[src/hw/rtl/rte_ram.sv]
`timescale 1ns / 1ps
module rte_ram #(
    parameter int WIDTH = 32,
    parameter int DEPTH = 128
) (
    input  logic                     i_clk,
    input  logic                     i_we,
    input  logic [$clog2(DEPTH)-1:0] i_waddr,
    input  logic [WIDTH-1:0]         i_wdata,
    input  logic [$clog2(DEPTH)-1:0] i_raddr,
    output logic [WIDTH-1:0]         o_rdata
);

    logic [WIDTH-1:0] r_mem [DEPTH];
    logic [WIDTH-1:0] r_rdata;

    always_ff @(posedge i_clk) begin
        if (i_we) begin
            r_mem[i_waddr] <= i_wdata;
        end
        r_rdata <= r_mem[i_raddr];
    end

    assign o_rdata = r_rdata;

endmodule

[config.mk]
export PLATFORM = sky130hd
export DESIGN_NAME = rte_ram
export DESIGN_NICKNAME = d
export VERILOG_FILES = /design/src/hw/rtl/rte_ram.sv
export SDC_FILE = /design/constraint.sdc
export NUM_CORES = 2
export LEC_CHECK = 0
export BUFFER_PORTS_ARGS = -buffer_cell sky130_fd_sc_hd__buf_4
export CORE_ASPECT_RATIO = 2
export CORE_MARGIN = 5
export CORE_UTILIZATION = 40
export CTS_CLUSTER_DIAMETER = 200
export DETAILED_ROUTE_END_ITERATION = 8
export HOLD_SLACK_MARGIN = 0.12
export SYNTH_ARGS = -nofsm -noshare
export SYNTH_HDL_FRONTEND = slang
export SYNTH_SLANG_ARGS = --single-unit
export TNS_END_PERCENT = 20
[constraint.sdc]
create_clock -name i_clk -period 8.2 [get_ports i_clk]
set_clock_uncertainty 0.05 [all_clocks]
set_input_delay 1.23 -clock i_clk [delete_from_list [all_inputs] [get_ports i_clk]]
set_output_delay 1.23 -clock i_clk [all_outputs]
set_load 0.02 [all_outputs]
Yosys cells after proc, flatten, opt, wreduce, memory -nomap -nowiden
Memory sizes are Yosys's and may differ from the RTL's. A register that Yosys moved wholly into a read port is not among the register bits.
Cells that the tools add are included.
{ "classes": {"n_mul": 0, "n_reduce_logical": 0, "mux": 2, "eq_ne": 0, "shifts": 0, "div": 0, "magnitude_cmp": 0, "add_sub_neg": 0, "bitwise": 0} }
{ "ops": {"columns": ["operator", "count"], "rows": [
  ["1-bit two-way mux", 2]
]} }
{ "word_totals": {"regBits": 0, "latch_bits": 0, "in_bits": 48, "memories": 1, "wordCells": 3, "out_inout_bits": 32, "mem_bits_rw": 4096, "romBits": 0} }
{ "mem_list": {"columns": ["memory", "depth", "width", "read_ports", "rd_clocked_by_memory_dff", "wr", "line_no", "rtl"], "rows": [
  ["r_mem", 128, 32, 1, 1, 1, "14", "logic [WIDTH-1:0] r_mem [DEPTH];"]
]} }

Depth between registers and ports, before layout
{ "logic_depth": {"word_depth": 2, "depth_mapped": 8, "depth_no_buf": 4} }

Least setup slack after synthesis
Ideal clock, no wire load.
{ "synth_timing": {"kind": "input -> register", "from": "input i_we", "to": "memory r_mem[98][0] (enable)", "arrival_time_ns": 4.008, "stages": 3, "required_ns": 7.689, "path_slack_ns": 3.681, "setup_ns": 0.461, "n_path_buf": 1, "path_cell_list": "clkbuf_1 -> nand4_1 -> nor3_1"} }
{ "synth_via": {"elab_chain_cells": 2} }
{ "synth_lines": {"columns": ["item", "line_no", "rtl"], "rows": [
  ["start, declared", "7", "input logic i_we,"],
  ["1-bit two-way mux", "18", "if (i_we) begin"],
  ["1-bit two-way mux (implied by the code)", "19", "r_mem[i_waddr] <= i_wdata;"],
  ["end, declared", "14", null]
]} }
Every way passes these cells.

==> results.md <==
* Status: completed
* Yosys cell types at 17
* CTS tree: built
* Starting density of the core at 0.4016
* Crit path time final at 4.263 ns
* Worst min-delay path startpoint: i_wdata[15]
* Maximum vdd ir drop at between 0.00015 and 0.0002 V
* Synth Register Bits at 4128
* Combinational group share of total power at 0.058
* Share of cells above drive strength 1 at 0.3505
* Post-DP HPWL at around 270 mm
* Largest net degree at the start of global routing at 119
* Yosys top cell by area: edfxtp_1
* Cell internal pwr at roughly 33 mW
* Clock-pin slew on the worst setup and hold paths at approximately 0.070 ns
* Most frequent cells in the layout: edfxtp_1 (4096), mux4_2 (1344), clkbuf_16 (344)
* Fin. max-slew vios at 0
* EDFF count, synth at 4096
* Maximum clock frequency at 234.5 MHz
* Synth warnings at 0
* First-pass GRT wire length at 626.6 mm
* Top cells by area, synth: edfxtp_1 (79%), mux4_2 (19%), clkbuf_1 (0.44%)
* P&R area growth vs syn at 13.33%
* CP max FO at 86
* Leakage Power at between 50 and 60 nW
* Routed via count at 71120
* Mapped Cells at 5990
* Number of gates resized after cts at 0
* Die height at slightly below 900 um
* Power, Total at about 43 mW
* Rows at approximately 320
* Switching part of the total at 0.2162
* Top_reg_cell synth: edfxtp_1
* Post-Syn Nets at between 6000 and 7000
* Final setup margin at between 3 and 4 ns
* NetSw at 9.195 mW
* Die width at 452.0 um
* Setup tns final at 0 ns
* Clock root buffer: clkbuf_16
* Yosys top cell area share at 0.7871
* Nets at 6363
* Port buffer count at 79
* Die area at 404100 um2
* Final Hold Fails at 0
* Worst setup SP type: input pin
* Initial antenna violation count at 83
* Drt wl/cell at 38.23 um
* IO Pins at 80
* 1st-pass router iterations at 5
* Sink Count at 4128
* Mean area per synthesized cell at 26.09 um2
* Period Utilization, post-route at 0.5199
* Area of the mapped netlist at about 160000 um2
* Critical path class: input pin to register
* Reg2Reg Launch Point: r_mem[110][6]
* Residual DRC count at 0
* Overflow after GRT at 0
* Post-CTS setup buffer count at 0
* Htree depth at 5
* RSZ-0062 raised after global routing: false
* Max Buffers Root-to-Sink at 4
* Sequential power share at 0.550
* Hold crit path type: input pin to register
* Post-route cell area at 177100 um2
* GRT Util Overall at 0.2270
* Most common cell after layout, fill and taps aside: edfxtp_1
* PwrDens at 240.1 nW/um2
* Fin util at 0.4551
* Max Cap Violations at 0
* Asr flop ratio synth at 0
* Critical Path AT at just over 5 ns
* CP endpoint kind: register
* Placed cell area at 164900 um2
* Routed Antenna Nets at 0
* Beginning of the critical path: i_raddr[0]
* Initial DRC Count at 8892
* Via density at 5.880
* Place WS at 2.956 ns
* Setup violators final at 0
* Core region area at 389200 um2
* GP Congestion at 0.8313
* Clock buffer count from CTS at 335
* Register area share after synthesis at 0.7912
* Max-slew headroom at 0.1412
* Routed wire length at 462.4 mm
* Worst Tran Pin Value at ~1.3 ns
* Skew-Pair Late Insertion Delay at 0.95 ns
* CTS hold repair buffers at 0
* Worst endpoint required time at 8.97 ns
* Vias in the first global route at between 70000 and 80000
* Clock network power share at 0.393
## critical path, cell delays in order
cell,delay [ns]
buf_16,0.54
buf_12,0.50
mux4_2,0.60
mux4_2,0.84
mux4_2,0.65
mux2_2,0.30
## flip-flops by register name (all words and copies together), names as in the netlist
signal   flops
o_rdata     32
r_mem     4096
## synth_stat cells, drive strengths merged (2+ instances only)
master / count
clkbuf: 182
nand3: 12
nor3: 9
nand2b: 2
nand2: 14
edfxtp: 4096
nor2b: 7
nor2: 122
mux4: 1344
nand4: 3
mux2: 32
dfxtp: 32
buf: 134
## power by group through the flow
| stage | combinational [mW] | sequential [mW] | clock (mW) |
|---|---|---|---|
| after CTS | 2.47 | 23.4 | 16.9 |
| after floorplan | 1.12 | 23.8 | 0 |
| after global placement | 2.44 | 23.9 | 0 |
| final | 2.45 | 23.4 | 16.7 |
| after global routing | 2.51 | 23.4 | 17.7 |
| after detailed placement | 2.47 | 23.9 | 0 |
## worst paths after layout
| kind | endpoint | slack, ns | cells past startpoint |
|---|---|---|---|
| hold / removal | r_mem[23][15] | 0.68 | 1 |
| setup reg to reg | o_rdata[6] | 5.31 | 4 |
| setup / recovery | o_rdata[27] | 3.94 | 6 |
| hold reg to reg | o_rdata[23] | 1.09 | 4 |
## cell type report
class / count / area (um2)
repair buffers: 304 / 2613
multi-input cells: 1546 / 32280
diodes: 472 / 1181
flip-flops and latches: 4128 / 123600
fillers: 31610 / 212100
clock inverters: 186 / 2142
clock buffers: 406 / 8931
well taps: 5053 / 6322
## kinds of logic after synthesis
logic type / synth area share
buffers and inverters: 0.008391
AND/OR/NAND/NOR: 0.004460
flip-flops: 0.7912
multiplexers: 0.1960
## through the flow
| stage | std cells | hold WS [ns] |
|---|---|---|
| after detailed placement | 11030 | 1.064 |
| after CTS | 11620 | 0.5967 |
| after global placement | 11030 | 1.044 |
| final | 12100 | 0.6755 |
| after floorplan | 5990 | 1.024 |
| after global routing | 12050 | 0.6581 |
## metal layers
metal  GRT usage  vias to the layer above  part of all wire  routed length (um)
li1            -                    27390                 -                   -
met1      0.2505                    39560              0.33              151600
met2      0.4042                     3343              0.53              246500
met3     0.02744                      813             0.061               28130
met4      0.1642                       16             0.078               36150
met5   0.0007156                        -           0.00021                  98
(Power assumes the default switching activity.)
