--- config.mk ---
export PLATFORM = sky130hd
export DESIGN_NAME = rte_div
export DESIGN_NICKNAME = d
export VERILOG_FILES = /design/src/hw/rtl/rte_pkg.sv /design/src/hw/rtl/rte_div.sv
export SDC_FILE = /design/constraint.sdc
export NUM_CORES = 1
export LEC_CHECK = 0
export BUFFER_PORTS_ARGS = -buffer_cell sky130_fd_sc_hd__buf_4
export CAP_MARGIN = 5
export CORE_MARGIN = 1
export CORE_UTILIZATION = 51
export DETAILED_ROUTE_END_ITERATION = 16
export GPL_TIMING_DRIVEN = 1
export PLACE_DENSITY = 0.79
export SLEW_MARGIN = 20
export SYNTH_ARGS = -nofsm -noshare
export SYNTH_HDL_FRONTEND = slang
export SYNTH_SLANG_ARGS = --single-unit
--- constraint.sdc ---
create_clock -name i_clk -period 3.4 [get_ports i_clk]
set_input_delay 0.51 -clock i_clk [delete_from_list [all_inputs] [get_ports i_clk]]
set_output_delay 0.51 -clock i_clk [all_outputs]
set_load 0.01 [all_outputs]
--- src/hw/rtl/rte_pkg.sv ---
`timescale 1ns / 1ps
package rte_pkg;

    localparam int MAX_SAMPLES  = 128;
    localparam int SAMPLE_WIDTH = 32;
    localparam int AW           = $clog2(MAX_SAMPLES);
    localparam int CW           = $clog2(MAX_SAMPLES + 1);
    localparam int SUMW         = SAMPLE_WIDTH + CW;
    localparam int DCW          = $clog2(SUMW + 1);
    localparam int PW           = 4;
    localparam int PRODW        = CW + PW;
    localparam int CONFW        = 7;

    localparam logic [PW-1:0] LAST_PASS  = PW'(9);
    localparam logic [PW-1:0] PASS_NINE  = PW'(9);
    localparam logic [6:0]    CONF_SCALE = 7'd100;

    // x/10 == (x*52429)>>19 and x/3 == (x*43691)>>17 for all counts used here
    localparam int RECIP_W          = 16;
    localparam logic [RECIP_W-1:0] RECIP10 = 16'd52429;
    localparam int RECIP10_SHIFT    = 19;
    localparam logic [RECIP_W-1:0] RECIP3  = 16'd43691;
    localparam int RECIP3_SHIFT     = 17;

    typedef enum logic [3:0] {
        S_LOAD,
        S_PREP,
        S_SORT_FIRST,
        S_SORT_LOAD,
        S_SORT_CMP,
        S_SORT_TAIL,
        S_PASS_A,
        S_PASS_B,
        S_PASS_C,
        S_SUM,
        S_MEAN_GO,
        S_MEAN_WAIT,
        S_CONF_GO,
        S_CONF_WAIT,
        S_DECIDE,
        S_OUT
    } t_state;

endpackage

--- src/hw/rtl/rte_div.sv ---
`timescale 1ns / 1ps
module rte_div
    import rte_pkg::*;
(
    input  logic            i_clk,
    input  logic            i_rst_n,
    input  logic            i_start,
    input  logic [SUMW-1:0] i_dividend,
    input  logic [CW-1:0]   i_divisor,
    output logic            o_done,
    output logic [SUMW-1:0] o_quotient
);

    logic [SUMW-1:0] r_q;
    logic [CW-1:0]   r_rem;
    logic [CW-1:0]   r_div;
    logic [DCW-1:0]  r_cnt;
    logic            r_busy;
    logic            r_done;
    logic [CW:0]     trial;
    logic [CW:0]     diff;
    logic            ge;

    always_comb begin
        trial = {r_rem, r_q[SUMW-1]};
        ge    = trial >= {1'b0, r_div};
        diff  = trial - {1'b0, r_div};
    end

    always_ff @(posedge i_clk) begin
        if (!i_rst_n) begin
            r_busy <= 1'b0;
            r_done <= 1'b0;
            r_cnt  <= '0;
        end else begin
            r_done <= 1'b0;
            if (i_start) begin
                r_q    <= i_dividend;
                r_rem  <= '0;
                r_div  <= i_divisor;
                r_cnt  <= '0;
                r_busy <= 1'b1;
            end else if (r_busy) begin
                // one quotient bit per cycle, restoring
                r_q   <= {r_q[SUMW-2:0], ge};
                r_rem <= ge ? diff[CW-1:0] : trial[CW-1:0];
                r_cnt <= r_cnt + 1'b1;
                if (r_cnt == DCW'(SUMW - 1)) begin
                    r_busy <= 1'b0;
                    r_done <= 1'b1;
                end
            end
        end
    end

    assign o_done     = r_done;
    assign o_quotient = r_q;

endmodule

; ---- After elaboration in Yosys (flattened, before gate mapping)
; Index checks and enable logic that the tools add are counted.
[classes]
eq_ne = 1
muxes = 8
bitwise_logic = 2
addsub = 2
n_reduce_logical = 5
n_lt_le_gt_ge = 1
[ops]
columns = op, count
row1 = $mux 40, 2
row2 = $mux 8, 2
row3 = $ge 9x8->1, 1
row4 = $sub 8x8->8, 1
row5 = $add 6x1->6 const B, 1
row6 = $eq 6x6->1 const B, 1
row7 = $mux 1, 4
row8 = $reduce_and 2->1, 2
row9 = $reduce_or 3->1, 1
row10 = $not 1->1, 2
row11 = $reduce_bool 2->1, 1
row12 = $reduce_or 2->1, 1
[totals]
output_inout_bits = 41
elab_cells = 25
register_bits = 64

; ---- Logic depth before layout (Yosys ltp)
; Gate-level depths: netlist of run 1.
[depth]
depth_word = 4
ltp_mapped = 8
mapped_depth_nobuf = 8

; ---- Worst setup path before layout of run 1
; Ideal clock, no wire load.
[synth_timing]
kind = in2reg
from = input port i_start
to = register r_q[0], in the netlist o_quotient[0] (enable)
arrival_time_ns = 2.184
required_time_ns = 2.990
setup_ns = 0.410
path_stages = 3
n_path_buf = 2
slack_ns = 0.807
path_cell_list = clkbuf_1 > clkbuf_1 > o21a_1
[synth_between]
elab_chain_len = 2
[synth_rtl]
columns = item, line
row1 = from (decl), rte_div.sv:7  ; input logic i_start,
row2 = $reduce_bool 2->1 (no source line), --
row3 = $reduce_and 2->1 (no source line), --
row4 = to (signal assigned), rte_div.sv:38  ; r_q <= i_dividend;
row5 = to (signal assigned), rte_div.sv:45  ; r_q <= {r_q[SUMW-2:0], ge};
row6 = to (decl), rte_div.sv:14  ; logic [SUMW-1:0] r_q;
; Every way passes these cells.
; A chain may end at the register's enable or synchronous reset.

; ---- Worst setup path after layout of run 1
[layout_timing]
from = register r_rem[3]
to = register r_q[0], in the netlist o_quotient[0], data pin
[layout_between]
elab_chain_len = 3
[layout_rtl]
columns = item, line
row1 = from (decl), rte_div.sv:15  ; logic [CW-1:0] r_rem;
row2 = from (signal assigned), rte_div.sv:46  ; r_rem <= ge ? diff[CW-1:0] : trial[CW-1:0];
row3 = $ge 9x8->1, rte_div.sv:26  ; ge = trial >= {1'b0, r_div};
row4 = $mux 40, rte_div.sv:43  ; end else if (r_busy) begin
row5 = $mux 40, rte_div.sv:37  ; if (i_start) begin
; Every way passes these cells. The select of a mux whose other input is x is not followed.

==> reports/qor.yml, run 1 <==
critical_path:
  crit_family: "compound AO/OA/AOI/OAI gates"
  r2r_cells: 5
  worstPathMaxFanout: 7
  r2r-end: "o_quotient[0]$_DFFE_PP_"
  cp.buffers_inverters: 0
  crit_path_end_kind: "flip-flop"
  reg2reg_from: "r_rem[3]$_SDFFCE_PP0P_"
  path_cells: "ha_1, a21oi_1, a21o_2, nand2_2, mux2_2"
  critPathArrivalTime_ns: 2.21
  critPathRequiredTime_ns: 3.48
  rrSetupSlack_ns: 1.27
  critPathMaxStageDelay_ns: 0.43
  critPathKind: "reg2reg"
  cp-start-kind: "flip-flop"
  slowest_stage: "edfxtp_1"
placement:
  portBuffers: 91
  dpl_cell_area_um2: 3830
  place_congestion: 0.893
  dp_hpwl_um: 4640
timing:
  holdWs_ns: 0.352
  min_period_over_period_pct: 62.7
  slew_headroom_pct: 44.7
  setup_viol_count_final: 0
  max_freq_mhz: 469
  drv_slew: 0
  tns_ns: 0
  finalClockSkew_ns: 0.00680
  rsz0062_at_grt: "false"
  fin_crit_ns: 2.13
  worstMarginPinSlew_ns: 0.830
  finalHoldViolCount: 0
hold_path:
  min-delay-start: "i_divisor[4]"
  holdPathEnd: "r_div[4]$_DFFE_PP_"
  hp-class: "in2reg"
  holdPathStages: 1
power:
  ir_drop_uv: 250
  switching_power_uw: 468
  power.internal_uw: 1500
  power_leakage_uw: 0.00161
  powerDensity_nw_per_um2: 489
  sw_frac_of_total_pct: 23.7
  pwr-share-clk_pct: 34.5
  seqPwrFrac_pct: 48.2
  p_total_uw: 1970
  p_comb_share_pct: 17.3
global_routing:
  grt_first_pass_wirelength_um: 10200
  gr-total-overflow: 0
  grt_pass1_vias: 2169
  track_usage_pct: 21.9
  antenna_found_initial: 0
  grt_max_degree: 51
die:
  fp.coreArea_um2: 5640
  initial_core_util_pct: 54.4
  die_h_um: 79.5
  die_x_um: 79.5
  ioPinCount: 92
  die_area_um2: 6330
  fp-row-count: 27
status:
  status: "finished clean"
synthesis:
  yosysWarnings: 0
  synthesis.area_um2: 3070
  ys_types: 43
  synth_edf_count: 56
  synthTopCellsByCount: "56 x edfxtp_1, 40 x mux2_2, 12 x inv_1"
  synthCells: 218
  async_flop_share_pct: 0
  synth_top_area_share_pct: 54.8
  synth.area.top_cells: "edfxtp_1 55%, mux2_2 15%, dfxtp_1 5.2%, ha_1 3.7%, a21oi_1 1.8%"
  yosysTopAreaCell: "edfxtp_1"
  syn_area_per_cell_um2: 14.1
  synth_seq_cells: 64
  yosysSeqAreaShare_pct: 60.1
  synth.most_common_cell: "edfxtp_1"
  syn-num-nets: 279
  synth_ff_type: "edfxtp_1"
cts:
  cts_resized: 0
  cts_buffer_depth: 2
  tritoncts: "built"
  htreeDepth: 3
  cts_sinks: 64
  clockRootBuffer: "clkbuf_8"
  numCtsBuffers: 9
  cts_hold_buf: 0
  postCtsSetupBuffers: 0
  clk_latency_ns: 0.33
  path_clk_slew_ns: 0.07
detailed_routing:
  ant_nets: 0
  first_iter_violations: 112
  dr.pass1.iters: 6
  drcViolationCount: 0
  routed_wl_um: 6440
  dr_total_vias: 2150
  drt-wirelength-per-cell_um: 16.4
  vias_per_cell: 5.47
finish:
  n_antenna_cell: 0
  fin_util_pct: 71.5
  area_growth_syn_to_layout_pct: 31.6
  stdcell_area_um2: 4040
  layout-drive-gt1-share_pct: 48.9
  final_nets: 377
job:
  maxCapViolCount: 0
cell families after synthesis:
family / Yosys count / synth area share (%)
flops: 64 / 60.1
buf+inv: 19 / 2.45
fa+ha+maj: 10 / 4.32
compound gates: 41 / 10.0
mux: 42 / 15.3
xor+xnor: 5 / 1.43
simple gates: 37 / 6.41
power by group through the flow:
stage	registers [µW]	logic (µW)	clock network, µW
CTS	951	341	690
floorplan	973	194	0
global placement	965	331	0
detailed placement	967	340	0
global route	957	372	724
finish	951	340	681
placed cells by master, fill, tap and decap left out, types with 2 or more instances in the layout:
cell type / n
a211oi_1: 2
a21o_2: 2
a21oi_1: 11
buf_4: 94
bufinv_16: 2
clkbuf_1: 2
clkbuf_8: 9
clkinv_1: 3
dfxtp_1: 8
edfxtp_1: 56
ha_1: 9
inv_1: 12
mux2_2: 40
mux2i_1: 2
nand2_1: 3
nand3_1: 7
nand4_1: 4
nor2_1: 7
nor2b_1: 2
nor3_1: 4
o211ai_1: 2
o21a_1: 3
o21ai_0: 8
or3_1: 3
xnor2_1: 2
xor2_1: 3
sequential cells by signal, summed over array words and instances, names as in the netlist:
register / count
o_done: 1
r_cnt: 6
r_busy: 1
r_div: 8
r_rem: 8
o_quotient: 40
worst max path at each step:
stage | slack [ns] | endpoint | cells after the start | startpoint
after floorplan | 0.81 | o_quotient[0]$_DFFE_PP_ | 3 | i_start
after global placement | 1.34 | o_quotient[0]$_DFFE_PP_ | 6 | r_rem[5]$_SDFFCE_PP0P_
after detailed placement | 1.30 | o_quotient[0]$_DFFE_PP_ | 6 | r_rem[5]$_SDFFCE_PP0P_
after CTS | 1.29 | o_quotient[0]$_DFFE_PP_ | 6 | r_rem[5]$_SDFFCE_PP0P_
after global routing | 1.17 | o_quotient[0]$_DFFE_PP_ | 5 | r_rem[3]$_SDFFCE_PP0P_
final | 1.27 | o_quotient[0]$_DFFE_PP_ | 5 | r_rem[3]$_SDFFCE_PP0P_
stage by stage:
stage          std cells  setup WS [ns]
6_report             393           1.27
4_1_cts              393           1.29
3_5_place_dp         377           1.30
5_1_grt              393           1.17
2_1_floorplan        218          0.807
3_3_place_gp         377           1.34
per-layer routing:
metal  up-vias  routed length [µm]  track usage, %
met1      1020                2600            25.1
met5         -                   0               0
li1       1035                   -               -
met2        82                3330            37.8
met4         0                 112            8.91
met3        13                 398            6.74
layout make-up:
type / count / area [µm²]
Sequential cell: 64 / 1840
Tap cell: 72 / 90.1
Multi-Input combinational cell: 135 / 1150
Clock buffer: 11 / 131
Clock inverter: 5 / 71.3
Fill cell: 399 / 1610
Timing Repair Buffer: 94 / 706
Inverter: 12 / 45.0
(Power assumes the default switching activity.)
==> run 2, diff against run 1 <==
CORE_UTILIZATION = 46   (was 51)
PLACE_DENSITY = 0.75   (was 0.79)
clock period = 1.9 ns   (was 3.4 ns; I/O delays follow)
==> run 2 against run 1 <==
  * The run now ends with negative setup slack left
  * Register-to-register slack lost 1.3 ns
  * Die area grew 11%
  * Combinational power grew 130%
==> reports/qor.yml, run 2 (same netlist as run 1, synthesis figures left out) <==
critical_path:
  r2r_cells: 6
  path_cells: "ha_4, nor2b_4, o31ai_4, a21o_2, nand2_2, mux2_2"
  r2r-end: "o_quotient[0]$_DFFE_PP_"
  cp-start-kind: "flip-flop"
  reg2reg_from: "r_rem[0]$_SDFFCE_PP0P_"
  slowest_stage: "edfxtp_1"
  rrSetupSlack_ns: -0.05
  crit_family: "compound AO/OA/AOI/OAI gates"
  cp.buffers_inverters: 0
  critPathMaxStageDelay_ns: 0.46
  critPathArrivalTime_ns: 2.04
  crit_path_end_kind: "flip-flop"
  critical_path_cell_count: 6
  worstPathMaxFanout: 4
  critPathKind: "reg2reg"
  critPathRequiredTime_ns: 1.99
die:
  fp-row-count: 29
  die_x_um: 83.7
  initial_core_util_pct: 48.0
  die_area_um2: 7000
  ioPinCount: 92
  fp.coreArea_um2: 6390
  die_h_um: 83.7
finish:
  layout_common_cells: "116 x buf_4, 56 x edfxtp_1, 40 x mux2_2"
  area_growth_syn_to_layout_pct: 42.6
  finalNonFillerCells: 424
  n_antenna_cell: 0
  layout-drive-gt1-share_pct: 57.3
  largest_reg_flops: 40
  final_common_cell: "buf_4"
  final_nets: 403
job:
  maxCapViolCount: 0
global_routing:
  grt_max_degree: 25
  gr-total-overflow: 0
  met2_usage_pct: 35.3
  grt_first_pass_wirelength_um: 11600
  top_usage_layer: "met2"
  track_usage_pct: 21.5
  use_met1_pct: 25.8
  grt_util_met3_pct: 6.82
  antenna_found_initial: 0
  grt_pass1_vias: 2443
status:
  violations: "negative setup slack"
  status: "finished, violations left"
power:
  power_leakage_uw: 0.00174
  p_total_uw: 3600
  powerDensity_nw_per_um2: 823
  ir_drop_uv: 464
timing:
  worstMarginPinSlew_ns: 0.437
  max_freq_mhz: 513
  setup_viol_count_final: 4
  min_period_over_period_pct: 103
  timing.final.ws_setup_ns: -0.0486
  holdWs_ns: 0.120
  slew_headroom_pct: 70.9
  drv_slew: 0
  finalHoldViolCount: 0
  fin_crit_ns: 1.95
  rsz0062_at_grt: "true"
  finalClockSkew_ns: 0.00487
cts:
  path_clk_slew_ns: 0.07
  cts_hold_buf: 0
  numCtsBuffers: 9
  cts_sinks: 64
  tritoncts: "built"
  clk_latency_ns: 0.34
  clockRootBuffer: "clkbuf_8"
  cts_buffer_depth: 2
  htreeDepth: 3
placement:
  portBuffers: 91
  place_congestion: 0.806
  dp_hpwl_um: 4900
  dp.cells: 400
detailed_routing:
  routed_wl_um: 7100
  dr.pass1.iters: 4
  drcViolationCount: 0
  drt-wirelength-per-cell_um: 16.7
  ant_nets: 0
  first_iter_violations: 120
  vias_per_cell: 5.42
  dr_total_vias: 2298
hold_path:
  min-delay-start: "i_divisor[5]"
  holdPathStages: 1
  holdPathEnd: "r_div[5]$_DFFE_PP_"
  hp-class: "in2reg"
[run 2: repair_timing]
| action | CTS | global route |
|---|---|---|
| endpoints found under the setup margin | 9 | 9 |
| buffers inserted | 6 | 2 |
| endpoints found under the hold margin | 0 | 0 |
| resized for setup | 15 | 4 |
| pin swaps | 12 | 7 |
[run 2: layer usage]
| metal | up-vias | part of all wire [%] |
|---|---|---|
| li1 | 1079 | - |
| met1 | 1109 | 41 |
| met2 | 93 | 49 |
| met3 | 17 | 7.1 |
| met4 | 0 | 2.2 |
| met5 | - | 0 |
[run 2: worst max path at each step]
| stage | startpoint | to | slack, ns |
|---|---|---|---|
| CTS | r_div[1]$_DFFE_PP_ | o_quotient[0]$_DFFE_PP_ | -0.01 |
| global route | r_div[1]$_DFFE_PP_ | r_rem[3]$_SDFFCE_PP0P_ | -0.13 |
| floorplan | r_rem[0]$_SDFFCE_PP0P_ | o_quotient[0]$_DFFE_PP_ | -0.05 |
| finish | r_rem[0]$_SDFFCE_PP0P_ | o_quotient[0]$_DFFE_PP_ | -0.05 |
| detailed placement | r_rem[5]$_SDFFCE_PP0P_ | r_rem[3]$_SDFFCE_PP0P_ | -0.13 |
| global placement | r_rem[0]$_SDFFCE_PP0P_ | r_rem[1]$_SDFFCE_PP0P_ | -0.07 |
[run 2: cell type report]
type | instances | area [µm²]
fill | 470 | 2010
sequential | 64 | 1840
multi-input combinational | 135 | 1260
timing repair buffer | 120 | 933
clock buffer | 12 | 166
tap | 77 | 96.3
inverter | 12 | 45.0
clock inverter | 4 | 25.0
[run 2: metrics by stage]
stage	setup TNS (ns)	setup WS, ns	area (µm²)	utilization, %
3_3_place_gp	-0.412	-0.0663	4000	62.6
2_1_floorplan	-0.0504	-0.0504	3070	-
4_1_cts	-0.0270	-0.0147	4340	68.0
5_1_grt	-0.703	-0.129	4370	68.5
6_report	-0.0703	-0.0486	4370	68.5
3_5_place_dp	-0.806	-0.132	4000	62.6
[run 2: power by group]
part | internal (µW) | switching, µW | leakage (µW) | total [µW]
Clock | 588 | 534 | 0.000102 | 1120
Combinational | 433 | 341 | 0.00104 | 774
Sequential | 1650 | 55.0 | 0.000599 | 1700
==> run 3, diff against run 2 <==
SKIP_CTS_REPAIR_TIMING = 1   (was default)
==> run 3 against run 2 <==
  * The run still ends with negative setup slack left
  * Sequential power about the same
  * Worst hold slack about the same
  * Routed wire length decreased by 3.7%
  * Maximum frequency decreased by 1.2%
  * Register-to-register slack got worse by 0.02 ns
  * Non-clock buffer count decreased by 5
  * Cell count decreased by 1.2%
  * Count of clock-buffer cells in the layout unchanged
  * Largest cell class unchanged
==> reports/qor.yml, run 3 (same netlist as run 1, synthesis figures left out) <==
die:
  initial_core_util_pct: 48.0
  die_area_um2: 7000
  die_h_um: 83.7
  fp.coreArea_um2: 6390
  ioPinCount: 92
  fp-row-count: 29
  die_x_um: 83.7
finish:
  stdcell_area_um2: 4320
  area_growth_syn_to_layout_pct: 40.7
  num-fill-cells: 469
  n_antenna_cell: 0
  final_nets: 398
  final-seq-area_um2: 1840
  multi_input_area_um2: 1240
  largest_reg_flops: 40
  final_common_cell: "buf_4"
  fin_util_pct: 67.6
  layout-drive-gt1-share_pct: 56.7
  layout_common_cells: "111 x buf_4, 56 x edfxtp_1, 40 x mux2_2"
critical_path:
  rrSetupSlack_ns: -0.07
  reg2reg_from: "r_rem[2]$_SDFFCE_PP0P_"
  r2r-end: "r_rem[3]$_SDFFCE_PP0P_"
  crit_path_start: "r_rem[2]$_SDFFCE_PP0P_"
  r2r_cells: 6
  crit_path_end_kind: "flip-flop"
  cp-start-kind: "flip-flop"
  critPathRequiredTime_ns: 1.99
  worstPathMaxFanout: 8
  critPathKind: "reg2reg"
  critPathArrivalTime_ns: 2.06
job:
  maxCapViolCount: 0
detailed_routing:
  ant_nets: 0
  drcViolationCount: 0
  vias_per_cell: 5.41
  dr.pass1.iters: 4
  dr_total_vias: 2265
  top_layer: "met4"
  first_iter_violations: 125
  routed_wl_um: 6840
  wl_met3_um: 504
  met1Wirelength_um: 2870
  met2_length_um: 3340
  drt-wirelength-per-cell_um: 16.3
power:
  ir_drop_uv: 466
  power_leakage_uw: 0.00172
  powerDensity_nw_per_um2: 823
global_routing:
  grt_pass1_vias: 2353
  grt_first_pass_wirelength_um: 11200
  track_usage_pct: 20.5
  grt_max_degree: 25
  gr-total-overflow: 0
  antenna_found_initial: 0
hold_path:
  holdPathStages: 1
  holdPathEnd: "r_div[5]$_DFFE_PP_"
  hp-class: "in2reg"
  min-delay-start: "i_divisor[5]"
cts:
  tritoncts: "built"
  cts_sinks: 64
  clockRootBuffer: "clkbuf_8"
  cts_buffer_depth: 2
  numCtsBuffers: 9
  clk_latency_ns: 0.34
  htreeDepth: 3
  path_clk_slew_ns: 0.07
timing:
  slew_headroom_pct: 70.9
  fin_crit_ns: 1.97
  worstMarginPinSlew_ns: 0.436
  drv_slew: 0
  finalHoldViolCount: 0
  timing.final.ws_setup_ns: -0.0722
  finalClockSkew_ns: 0.00516
  setup_viol_count_final: 6
  holdWs_ns: 0.119
  min_period_over_period_pct: 104
  max_freq_mhz: 507
  rsz0062_at_grt: "true"
placement:
  place_congestion: 0.806
  dp_slack_ns: -0.132
  dp_hpwl_um: 4900
  dpl_cell_area_um2: 4000
  portBuffers: 91
status:
  violations: "negative setup slack"
  status: "finished, violations left"
[run 3: cell count changes in the layout (fill, tap and decap cells not counted), sizes merged]
cell | before | now
buf | 120 | 115
[run 3: cell type report]
type | count | share of cell area [%]
Tap cell | 77 | 2.23
Timing Repair Buffer | 115 | 20.8
Inverter | 12 | 1.04
Clock buffer | 12 | 3.86
Sequential cell | 64 | 42.7
Multi-Input combinational cell | 135 | 28.8
Clock inverter | 4 | 0.580
[run 3: layer usage]
layer | GRT usage (%) | vias to the layer above
met5 | 0 | -
met4 | 9.55 | 0
met3 | 7.02 | 13
met2 | 32.2 | 88
met1 | 25.5 | 1093
li1 | - | 1071
[run 3: worst max-delay path, cell delays in order, from the launching register on]
cell and delay [ns]:
edfxtp_1 0.42, ha_1 0.36, nand4_1 0.14, o21ai_2 0.11, a211o_4 0.39, o211ai_1 0.21
a21oi_1 0.09
[run 3: per-stage QoR]
stage | std cells | TNS [ns] | power (µW)
2_1_floorplan | 218 | -0.0504 | 2090
3_3_place_gp | 400 | -0.412 | 2380
3_5_place_dp | 400 | -0.806 | 2400
4_1_cts | 416 | -0.963 | 3510
5_1_grt | 419 | -1.08 | 3710
6_report | 419 | -0.286 | 3550
[run 3: worst max-delay path by stage]
stage,endpoint,slack (ns),cells after the start
after CTS,r_rem[2]$_SDFFCE_PP0P_,-0.15,6
after global routing,r_rem[3]$_SDFFCE_PP0P_,-0.17,6
after global placement,r_rem[1]$_SDFFCE_PP0P_,-0.07,7
after floorplan,o_quotient[0]$_DFFE_PP_,-0.05,6
final,r_rem[3]$_SDFFCE_PP0P_,-0.07,6
after detailed placement,r_rem[3]$_SDFFCE_PP0P_,-0.13,6
[run 3: where the power goes]
part,switching [µW],internal [µW]
combinational,325,409
sequential,54.1,1650
clock,531,588
total,911,2640
